[config.mk]
export PLATFORM = sky130hd
export DESIGN_NAME = lbc_point_cell
export DESIGN_NICKNAME = d
export VERILOG_FILES = /design/src/rtl/lbc_pkg.sv /design/src/rtl/lbc_point_cell.sv
export SDC_FILE = /design/constraint.sdc
export NUM_CORES = 2
export LEC_CHECK = 0
export ABC_AREA = 1
export CORE_MARGIN = 3
export CORE_UTILIZATION = 25
export DETAILED_ROUTE_END_ITERATION = 6
export DONT_BUFFER_PORTS = 1
export GPL_TIMING_DRIVEN = 1
export PLACE_DENSITY = 0.44
export RECOVER_POWER = 100
export SYNTH_ARGS = -nofsm -noshare
export SYNTH_HDL_FRONTEND = slang
export SYNTH_SLANG_ARGS = --single-unit
export TNS_END_PERCENT = 10
[constraint.sdc]
create_clock -name clk -period 14.3 [get_ports clk]
set_clock_uncertainty 0.05 [all_clocks]
set_input_delay 1.43 -clock clk [delete_from_list [all_inputs] [get_ports clk]]
set_output_delay 1.43 -clock clk [all_outputs]
set_load 0.02 [all_outputs]
[src/rtl/lbc_pkg.sv]
// Shared constants for the line clipper.
// Used by every module of the block; no dependencies.
package lbc_pkg;
	localparam logic [1:0] REG_MIN_X = 2'd0;
	localparam logic [1:0] REG_MIN_Y = 2'd1;
	localparam logic [1:0] REG_MAX_X = 2'd2;
	localparam logic [1:0] REG_MAX_Y = 2'd3;
	localparam logic [1:0] KIND_NONE = 2'd0;
	localparam logic [1:0] KIND_ENTER = 2'd1;
	localparam logic [1:0] KIND_EXIT = 2'd2;
	localparam logic [1:0] KIND_REJECT = 2'd3;
	localparam int OUT_W = 20;
endpackage

[src/rtl/lbc_point_cell.sv]
// Output cell: multiplies u by the deltas and rounds to the output fixed point.
// Depends on lbc_pkg.
module lbc_point_cell #(
	parameter int CW = 16,
	parameter int UF = 16,
	parameter int OF = 4
) (
	input  logic                 clk,
	input  logic                 en,
	input  logic signed [UF+2:0] u,
	input  logic                 move,
	input  logic signed [CW-1:0] base,
	input  logic signed [CW-1:0] alt,
	input  logic signed [CW:0]   dx,
	input  logic signed [CW:0]   dy,
	input  logic signed [CW-1:0] base_y,
	input  logic signed [CW-1:0] alt_y,
	output logic signed [19:0]   px,
	output logic signed [19:0]   py
);
	import lbc_pkg::*;
	localparam int PW = UF + CW + 4;
	localparam int SH = UF - OF;
	logic signed [PW-1:0] mx_s1, my_s1;
	logic mv_s1;
	logic signed [CW-1:0] bx_s1, by_s1;
	always_ff @(posedge clk) begin
		if (en) begin
			mx_s1 <= PW'(u) * PW'(dx);
			my_s1 <= PW'(u) * PW'(dy);
			mv_s1 <= move;
			bx_s1 <= move ? base : alt;
			by_s1 <= move ? base_y : alt_y;
		end
	end
	function automatic logic signed [PW-1:0] rnd(input logic signed [PW-1:0] v);
		if (SH <= 0) return v <<< (-SH);
		return (v + (PW'(1) <<< (SH > 0 ? SH - 1 : 0))) >>> SH;
	endfunction
	always_comb begin
		px = OUT_W'((PW'(bx_s1) <<< OF) + (mv_s1 ? rnd(mx_s1) : '0));
		py = OUT_W'((PW'(by_s1) <<< OF) + (mv_s1 ? rnd(my_s1) : '0));
	end
endmodule

==> flow_summary.toml <==
[outcome]
outcome = "completed"

[finish]
multi_input_comb_area_mm2 = 0.0216
fillers = 12477
area.sequential_mm2 = 0.00225
layout.cells.most_common_list = "inv_1, nand2_1, fa_1, ha_1, nor2_1"
fin_nets = 4532
drive_gt1_frac = 0.0176
mostFrequentLayoutCell = "inv_1"
syn_to_final_growth_pct = 5.61
antennaDiodeCount = 0

[yosys]
netlist.area_leader.share = 0.408
yosysWarningCount = 0
synth_seq_area_share = 0.0783
synth_fp_nets = 4666
post_synth_num_cell_types = 49
synth.ff_latch_count = 75
synth.largest_area_cell = "fa_1"
netlist_instances = 3768
post_synth_main_area_contributors = "fa_1, inv_1, nand2_1"
syn-mean-instance-area_um2 = 7.64
synth.cell_area_mm2 = 0.0288

[sta]
final-max-slew-violation-count = 0
setup_tns_ns = 0
timing.final.hold_violations = 0
period_minus_slack_ns = 6.48
timing_worst_slew_pin_value_ns = 1.03
post_route_fraction_of_the_period_consumed_by_the_critical_path = 0.453
max_slew_margin = 0.316
max_freq_ghz = 0.154
rsz0062_at_grt = "false"
setup-violations-final = 0

[floorplan]
floorplan.initialDensity = 0.254
boundaryPins = 160
die_width_um = 345
die_area_mm2 = 0.119
coreArea_mm2 = 0.113
die-height_um = 345
rows = 123

[cts]
clock_tree.root_cell = "clkbuf_16"
cts_post_setup_buffers_inserted = 0
cts_sinks = 75
cts.clk_slew.worst_paths_ns = 0.07
cts_resized = 0
clock_buffers_created_by_tritoncts = 9
cts-htree-levels = 3
post_cts_hold_buffer_count = 0
cts.path.max_buffers = 2
cts_tree = "yes"

[placement]
place.detailed.hpwl_um = 67900
routability_congestion = 0.880
port-buffer-count = 0

[route]
vias = 21847
post_drt_wl_per_cell_um = 16.0
wirelength_um = 82200
drcViolationCount = 0
drt_first_pass_iters = 7
via_per_instance_ratio = 4.25
drt_iter0_drc = 1212
ant_nets = 0

[critical_path]
cp_data_required_time_ns = 14.38
setup.worst_path.end_class = "flip-flop"
startpoint = "u[18]"
worstPathMaxFanout = 28
criticalPathCategory = "in -> reg"
worstSetupStartpointType = "input pin"
crit_arrival_ns = 6.55

[job]
maxCapViolations = 0

[global_route]
grt_first_pass_wirelength_um = 135000
grt_max_degree = 76
grt-ovfl-total = 0
grt_antenna_before_repair = 0
vias_in_the_first_global_route = 23865
grtUsageTotal = 0.142

[min_path]
min-delay-start = "en"
hold_path.class = "in -> reg"
## metal layers
layer	part of all wire	track usage	up-vias
met5	0	0	-
met4	0.0085	0.0174	0
li1	-	-	10523
met3	0.056	0.0266	30
met1	0.49	0.202	10875
met2	0.45	0.231	419
## synthesized netlist by cell type, drive strengths merged
library cell,number
a21boi,7
ha,192
o2111ai,1
inv,1137
fa,586
o21bai,13
nor4,6
o21ai,62
or2,2
a31oi,9
a211oi,2
o21a,7
nor2,161
xor2,54
o211ai,3
nand2,992
clkbuf,107
mux2,32
nand4,14
a221oi,1
nor3,32
a21oi,103
buf,38
xnor2,11
a21o,15
nand3,100
nand3b,3
o31ai,3
edfxtp,75
## final timing paths
path	endpoint	depth (start not counted)
setup / recovery	my_s1[31]	22
hold / removal	bx_s1[9]	0
## state kept, by name, indices dropped and copies added (netlist names)
register / flops
bx_s1: 16
mx_s1: 21
mv_s1: 1
my_s1: 21
by_s1: 16
## cell type report
class | instances | share of cell area
tap | 1500 | 0.0618
inverter | 1137 | 0.140
multi-input combinational | 2411 | 0.712
sequential | 75 | 0.0741
clock buffer | 10 | 0.00754
clock inverter | 6 | 0.00375
## logic make-up (layout without fill, tap and decap cells)
logic type,after synthesis,after routing,synth area share
DFF,75,75,0.0783
muxes,32,32,0.0125
and+or+nand+nor,1310,1310,0.184
buffers and inverters,1282,1153,0.168
xor gates and xnor gates,65,65,0.0200
AOI/OAI and AO/OA,226,226,0.0452
adders and majority gates,778,778,0.491
## per-stage QoR
stage | instances | setup WS [ns] | hold WS, ns | cell area [um2] | utilization
3_5_place_dp | 5123 | 7.41 | 1.50 | 30100 | 0.265
3_3_place_gp | 5123 | 7.45 | 1.50 | 30100 | 0.265
4_1_cts | 5139 | 7.82 | 1.11 | 30400 | 0.268
5_1_grt | 5139 | 7.40 | 1.11 | 30400 | 0.268
6_report | 5139 | 7.82 | 1.13 | 30400 | 0.268
2_1_floorplan | 3768 | 7.46 | 1.48 | 28800 | -
## worst max-delay path, cell delays in order
cell     delay, ns
nand2_1       0.11
inv_1         0.10
fa_1          0.60
fa_1          0.73
inv_1         0.16
fa_1          0.50
inv_1         0.06
fa_1          0.53
inv_1         0.05
fa_1          0.48
inv_1         0.05
fa_1          0.44
ha_1          0.39
inv_1         0.11
nor3_1        0.27
nand2_1       0.11
nor3_1        0.15
nand2_1       0.07
nand2_1       0.08
inv_1         0.04
nand2_1       0.05
nand2_1       0.04
Power is not shown: default switching activity piles up to over one toggle a cycle in this logic, so the estimate is an artifact.
