--- config.mk ---
export PLATFORM = sky130hd
export DESIGN_NAME = lbc_edge_cell
export DESIGN_NICKNAME = d
export VERILOG_FILES = /design/src/rtl/lbc_pkg.sv /design/src/rtl/lbc_edge_cell.sv
export SDC_FILE = /design/constraint.sdc
export NUM_CORES = 2
export LEC_CHECK = 0
export ABC_AREA = 1
export BUFFER_PORTS_ARGS = -buffer_cell sky130_fd_sc_hd__buf_2
export CAP_MARGIN = 10
export CELL_PAD_IN_SITES_DETAIL_PLACEMENT = 2
export CELL_PAD_IN_SITES_GLOBAL_PLACEMENT = 2
export CORE_MARGIN = 4
export CORE_UTILIZATION = 38
export CTS_BUF_LIST = sky130_fd_sc_hd__clkbuf_4 sky130_fd_sc_hd__clkbuf_8 sky130_fd_sc_hd__clkbuf_16
export DETAILED_ROUTE_END_ITERATION = 12
export GPL_TIMING_DRIVEN = 0
export PLACE_DENSITY = 0.73
export RECOVER_POWER = 100
export SLEW_MARGIN = 25
export SYNTH_ARGS = -nofsm -noshare
export SYNTH_HDL_FRONTEND = slang
export SYNTH_SLANG_ARGS = --single-unit
--- constraint.sdc ---
create_clock -name clk -period 6.9 [get_ports clk]
set_input_delay 0.69 -clock clk [delete_from_list [all_inputs] [get_ports clk]]
set_output_delay 0.69 -clock clk [all_outputs]
set_load 0.03 [all_outputs]
--- src/rtl/lbc_pkg.sv ---
// Shared constants for the line clipper.
// Used by every module of the block; no dependencies.
package lbc_pkg;
	localparam logic [1:0] REG_MIN_X = 2'd0;
	localparam logic [1:0] REG_MIN_Y = 2'd1;
	localparam logic [1:0] REG_MAX_X = 2'd2;
	localparam logic [1:0] REG_MAX_Y = 2'd3;
	localparam logic [1:0] KIND_NONE = 2'd0;
	localparam logic [1:0] KIND_ENTER = 2'd1;
	localparam logic [1:0] KIND_EXIT = 2'd2;
	localparam logic [1:0] KIND_REJECT = 2'd3;
	localparam int OUT_W = 20;
endpackage

--- src/rtl/lbc_edge_cell.sv ---
// One boundary test cell: ratio q/p by a pipelined divider row, then bound update.
// Depends on lbc_pkg.
module lbc_edge_cell #(
	parameter int CW = 16,
	parameter int UF = 16,
	parameter int LAT = 22
) (
	input  logic                 clk,
	input  logic                 en,
	input  logic signed [CW+1:0] p,
	input  logic signed [CW+1:0] q,
	input  logic                 in_ok,
	input  logic signed [UF+2:0] in_u1,
	input  logic signed [UF+2:0] in_u2,
	output logic                 out_ok,
	output logic signed [UF+2:0] out_u1,
	output logic signed [UF+2:0] out_u2
);
	import lbc_pkg::*;
	localparam int QW = CW + 2 + UF + 1;
	localparam int DW = CW + 2;
	localparam logic signed [UF+2:0] ONE = (UF+3)'(1) <<< UF;
	// Unsigned restoring division, one slice of floor or ceil of QW/LAT quotient bits per stage.
	logic [QW-1:0] num_s [0:LAT];
	logic [DW-1:0] den_s [0:LAT];
	logic [QW-1:0] quo_s [0:LAT];
	logic [DW:0]   rem_s [0:LAT];
	logic          neg_s [0:LAT];
	logic [1:0]    kind_s [0:LAT];
	logic          ok_s [0:LAT];
	logic signed [UF+2:0] u1_s [0:LAT];
	logic signed [UF+2:0] u2_s [0:LAT];
	logic signed [QW-1:0] n0;
	logic signed [DW-1:0] d0;
	always_comb begin
		n0 = QW'(q) <<< UF;
		d0 = DW'(p);
		if (p < 0) begin
			n0 = -n0;
			d0 = -d0;
		end
		num_s[0] = n0[QW-1] ? QW'(-n0) : QW'(n0);
		den_s[0] = d0;
		neg_s[0] = n0[QW-1];
		quo_s[0] = '0;
		rem_s[0] = '0;
		kind_s[0] = (p < 0) ? KIND_ENTER : (p > 0) ? KIND_EXIT :
			(q < 0) ? KIND_REJECT : KIND_NONE;
		ok_s[0] = in_ok;
		u1_s[0] = in_u1;
		u2_s[0] = in_u2;
	end
	for (genvar i = 0; i < LAT; i++) begin : g_st
		localparam int B = QW - 1 - (i * QW) / LAT;
		localparam int E = QW - 1 - (((i + 1) * QW) / LAT) + 1;
		logic [DW:0]   r;
		logic [QW-1:0] qq;
		always_comb begin
			r = rem_s[i];
			qq = quo_s[i];
			for (int b = B; b >= E; b--) begin
				r = {r[DW-1:0], num_s[i][b]};
				qq = qq << 1;
				if (r >= {1'b0, den_s[i]}) begin
					r = r - {1'b0, den_s[i]};
					qq[0] = 1'b1;
				end
			end
		end
		always_ff @(posedge clk) begin
			if (en) begin
				num_s[i+1] <= num_s[i];
				den_s[i+1] <= den_s[i];
				quo_s[i+1] <= qq;
				rem_s[i+1] <= r;
				neg_s[i+1] <= neg_s[i];
				kind_s[i+1] <= kind_s[i];
				ok_s[i+1] <= ok_s[i];
				u1_s[i+1] <= u1_s[i];
				u2_s[i+1] <= u2_s[i];
			end
		end
	end
	logic [QW:0] mag;
	logic signed [QW+1:0] rr;
	logic signed [UF+2:0] rc;
	always_comb begin
		mag = {1'b0, quo_s[LAT]} + ((neg_s[LAT] && rem_s[LAT] != '0) ? (QW+1)'(1) : '0);
		rr = neg_s[LAT] ? -$signed({1'b0, mag}) : $signed({1'b0, mag});
		if (rr < -(QW+2)'(ONE)) rc = -ONE;
		else if (rr > (QW+2)'(ONE) * 2) rc = ONE <<< 1;
		else rc = rr[UF+2:0];
		out_ok = ok_s[LAT];
		out_u1 = u1_s[LAT];
		out_u2 = u2_s[LAT];
		case (kind_s[LAT])
			KIND_ENTER: begin
				if (rc > u2_s[LAT]) out_ok = 1'b0;
				else if (rc > u1_s[LAT]) out_u1 = rc;
			end
			KIND_EXIT: begin
				if (rc < u1_s[LAT]) out_ok = 1'b0;
				else if (rc < u2_s[LAT]) out_u2 = rc;
			end
			KIND_REJECT: out_ok = 1'b0;
			default: ;
		endcase
	end
endmodule

==> impl_results.md <==
- Outcome: finished with violations
- Violated checks: capacitance limit, slew limit, setup timing
- Final ANT Viol Nets: 0
- Total GRT Usage: approximately 28%
- Drt first pass iters: 6
- Root Driver: clkbuf_16
- GRT overflow: 0
- Yosys top cell by area: edfxtp_1
- Worst r2r src: rem_s[305]
- Setup CP Type: flip-flop to primary output
- Top-area cell type share of the netlist area: a little over three fifths
- Post-synthesis sequential area ratio: approximately 62%
- Skew-Pair Late Insertion Delay: 1.01 ns
- Final Skew: ~0.12 ns
- Minimum clock period: 9.87 ns
- # setup viols final: around 940
- Sink Count: 2201
- Slowest CP cell: nor4_2
- Final net count: 10537
- CTS tree: yes
- CTS H-tree depth: 4
- Dominant cell by count in the synthesized netlist: edfxtp_1
- Area growth syn-to-layout: 16.4%
- First-pass GRT wire length: between 600000 and 700000 um
- Hold Path Cell Cnt: 3
- Synth cell count leaders: edfxtp_1, nand2_1, inv_1
- Remaining DRCs: 0
- R2R depth: 25
- Worst Tran Pin Value: 5.49 ns
- Slew margin rel.: -266%
- IO Pins: 116
- Hold Crit Class: input port to flip-flop
- CTS max path bufs: 4
- Hold Startpoint: q[17]
- Max Cap Viol: 8
- Mean Syn Cell Area: between 10 and 15 sq um
- Die Span X: about 540 um
- Worst Path Arrival: just over 9 ns
- Max Clock Freq: between 100 and 150 MHz
- Largest net degree at the start of global routing: approximately 150
- Unrepaired setup endpoints after global routing: true
- GP Congestion: between 0.8 and 0.9
- Share of cells above drive strength 1: 11.6%
- Post-Syn Area: ~0.11 sq mm
- Die area: 0.287 sq mm
- Post-placement cell area: roughly 0.11 sq mm
- DP Wirelength: about 280000 um
- Post-synth ARST share: 0%
- PortBufs: 115
- Starting Density: a little under two fifths
- Total power: 69.2 mW
- Yosys reg bits: ~2200
- WP buf/inv: 11
- Via/cell ratio: approximately 5.7
- DR iter-0 viols: about 7000
- Mapped Cells: 9254
- Final WL: around 430000 um
- DR vias: between 70000 and 80000
- Reg2reg end: rem_s[298]
- Hold slack: 0.183 ns
- CP peak stage delay: roughly 1.5 ns
- PD cells: 562 mW/mm^2
- Die Ht: 536 um
- Post-synth EDFFs: ~2200
- Worst vdd ir: approximately 0.00034 V
- Static Leak: 49.7 nW
- Synth cell types: between 60 and 70
- Setup WS post-layout: -2.97 ns
- Core ar.: around 0.28 sq mm
- Crit path required time: around 6.2 ns
- CTS Buf Count: around 250
- Routed wire length per instance: ~32 um
- Core Rows: 193
- Syn Nets: 10010
- Number of global-route vias before repair: ~86000
- Initial antenna violation count: 60
- Primary FF master, synth: edfxtp_1
- Clock transition at the registers of the reported paths: 0.07 ns
- Fin. max-slew vios: around 910
- R2r setup slk: -1.87 ns
- Dpl ws: -3.37 ns
- Worst Hold Endpoint: kind_s[42]
- Setup crit end kind: primary output
- Top post-synthesis cells by area: edfxtp_1, ha_1, nand2_1, inv_1, o21ai_0
- Tcrit/Tclk final: 143%
- Crit-path max FO: 10
- Design Area, Final: between 0.1 and 0.15 sq mm
- Warnings, synthesis: 0
- Critical Path Start Type: flip-flop
- CP top delay family: simple AND/OR/NAND/NOR gates
- Hold Fails Final Rpt: 0
==> cell families after synthesis <==
group	count (synthesis)	synth area share [%]
simple gates	3126	12.6
flops	2201	62.5
compound gates	1496	7.76
buf+inv	1185	4.27
fa+ha+maj	679	8.23
xor+xnor	565	4.68
other cells	1	0.00354
mux	1	0.0106
==> sequential cells by signal (all words and copies together), names as in the netlist, 35 cells and up <==
name and flops:
den_s 378, quo_s 35, u2_s 418, num_s 110, kind_s 44, rem_s 397, u1_s 418, g_st.qq 357
==> worst max-delay path by stage <==
stage / startpoint / end / depth (start not counted)
finish: neg_s[0] / out_u2[15] / 34
global placement: en / den_s[76] / 1
detailed placement: neg_s[0] / out_u1[13] / 45
CTS: rem_s[2] / out_u2[14] / 44
floorplan: neg_s[0] / out_u1[17] / 45
global route: neg_s[0] / out_u2[15] / 34
==> worst register-to-register path, stage by stage, from the launching register on <==
cell      delay [ns]
edfxtp_1        0.46
ha_2            0.44
nand2_1         0.19
nor2_1          0.23
a211oi_2        0.09
o21ai_0         0.55
nand2_2         0.25
o21bai_4        0.26
a21boi_4        0.11
o21ai_0         0.56
nand2_1         0.21
nand2_2         0.20
inv_4           0.10
clkbuf_4        0.25
o21ai_1         1.04
ha_1            0.41
nand2_1         0.21
nor3_2          0.31
inv_1           0.16
o41a_1          0.47
a21oi_1         0.21
nor2_1          0.11
nand2_4         0.18
inv_2           0.09
buf_2           0.24
o21ai_0         1.03
==> where the power goes <==
| part | switching, mW | internal [mW] | total (mW) | leakage, nW |
|---|---|---|---|---|
| sequential | 1.80 | 18.5 | 20.3 | 21.5 |
| combinational | 24.3 | 10.9 | 35.2 | 24.2 |
| clock | 6.32 | 7.40 | 13.7 | 3.93 |
| total | 32.4 | 36.8 | 69.2 | 49.7 |
==> per-stage QoR <==
stage | instances | setup TNS (ns) | utilization, %
3_5_place_dp | 13091 | -178.78 | 40.3
6_report | 13725 | -744.06 | 44.5
3_3_place_gp | 13074 | - | 40.1
2_1_floorplan | 9254 | 0 | -
5_1_grt | 13693 | -1373.42 | 44.5
4_1_cts | 13641 | -60.60 | 44.0
==> per-layer routing <==
metal | global-route usage (%) | vias up | wire, um
li1 | - | 33602 | -
met1 | 29.3 | 39436 | 149000
met2 | 50.6 | 3910 | 217000
met3 | 6.84 | 1917 | 28600
met4 | 20.1 | 26 | 39500
met5 | 0 | - | 172
==> layout make-up <==
type	count	area, sq um
clock buffers	296	6580
fillers	28086	154000
clock inverters	154	1290
multi-input cells	5868	37200
repair buffers	282	2500
well taps	3705	4640
diodes	36	90.1
plain buffers	125	761
flip-flops and latches	2201	66100
inverters	1058	4000
==> placed cells by master (no fill, tap or decap), types with 44 or more instances in the layout <==
master / n
clkbuf_4: 62
buf_4: 90
nor2_4: 55
edfxtp_1: 2201
xor2_1: 340
nand2_1: 1758
clkbuf_1: 75
ha_1: 628
nand3_1: 380
nand4_1: 113
xnor2_1: 213
o21bai_1: 44
buf_6: 50
buf_2: 72
clkinv_2: 57
nor2_1: 358
o21ai_0: 583
clkbuf_16: 253
nand2_2: 112
or2_2: 50
a21oi_1: 572
clkinv_1: 58
nor3_1: 98
inv_1: 1027
==> repair_timing <==
item / CTS / global route
endpoints found under the hold margin: 40 / 1
hold buffers: 40 / 1
endpoints found under the setup margin: 213 / 265
buffers inserted: 58 / 45
pin swaps: 90 / 100
gates cloned: 3 / 3
resized for setup: 428 / 336
(Power assumes the default switching activity.)
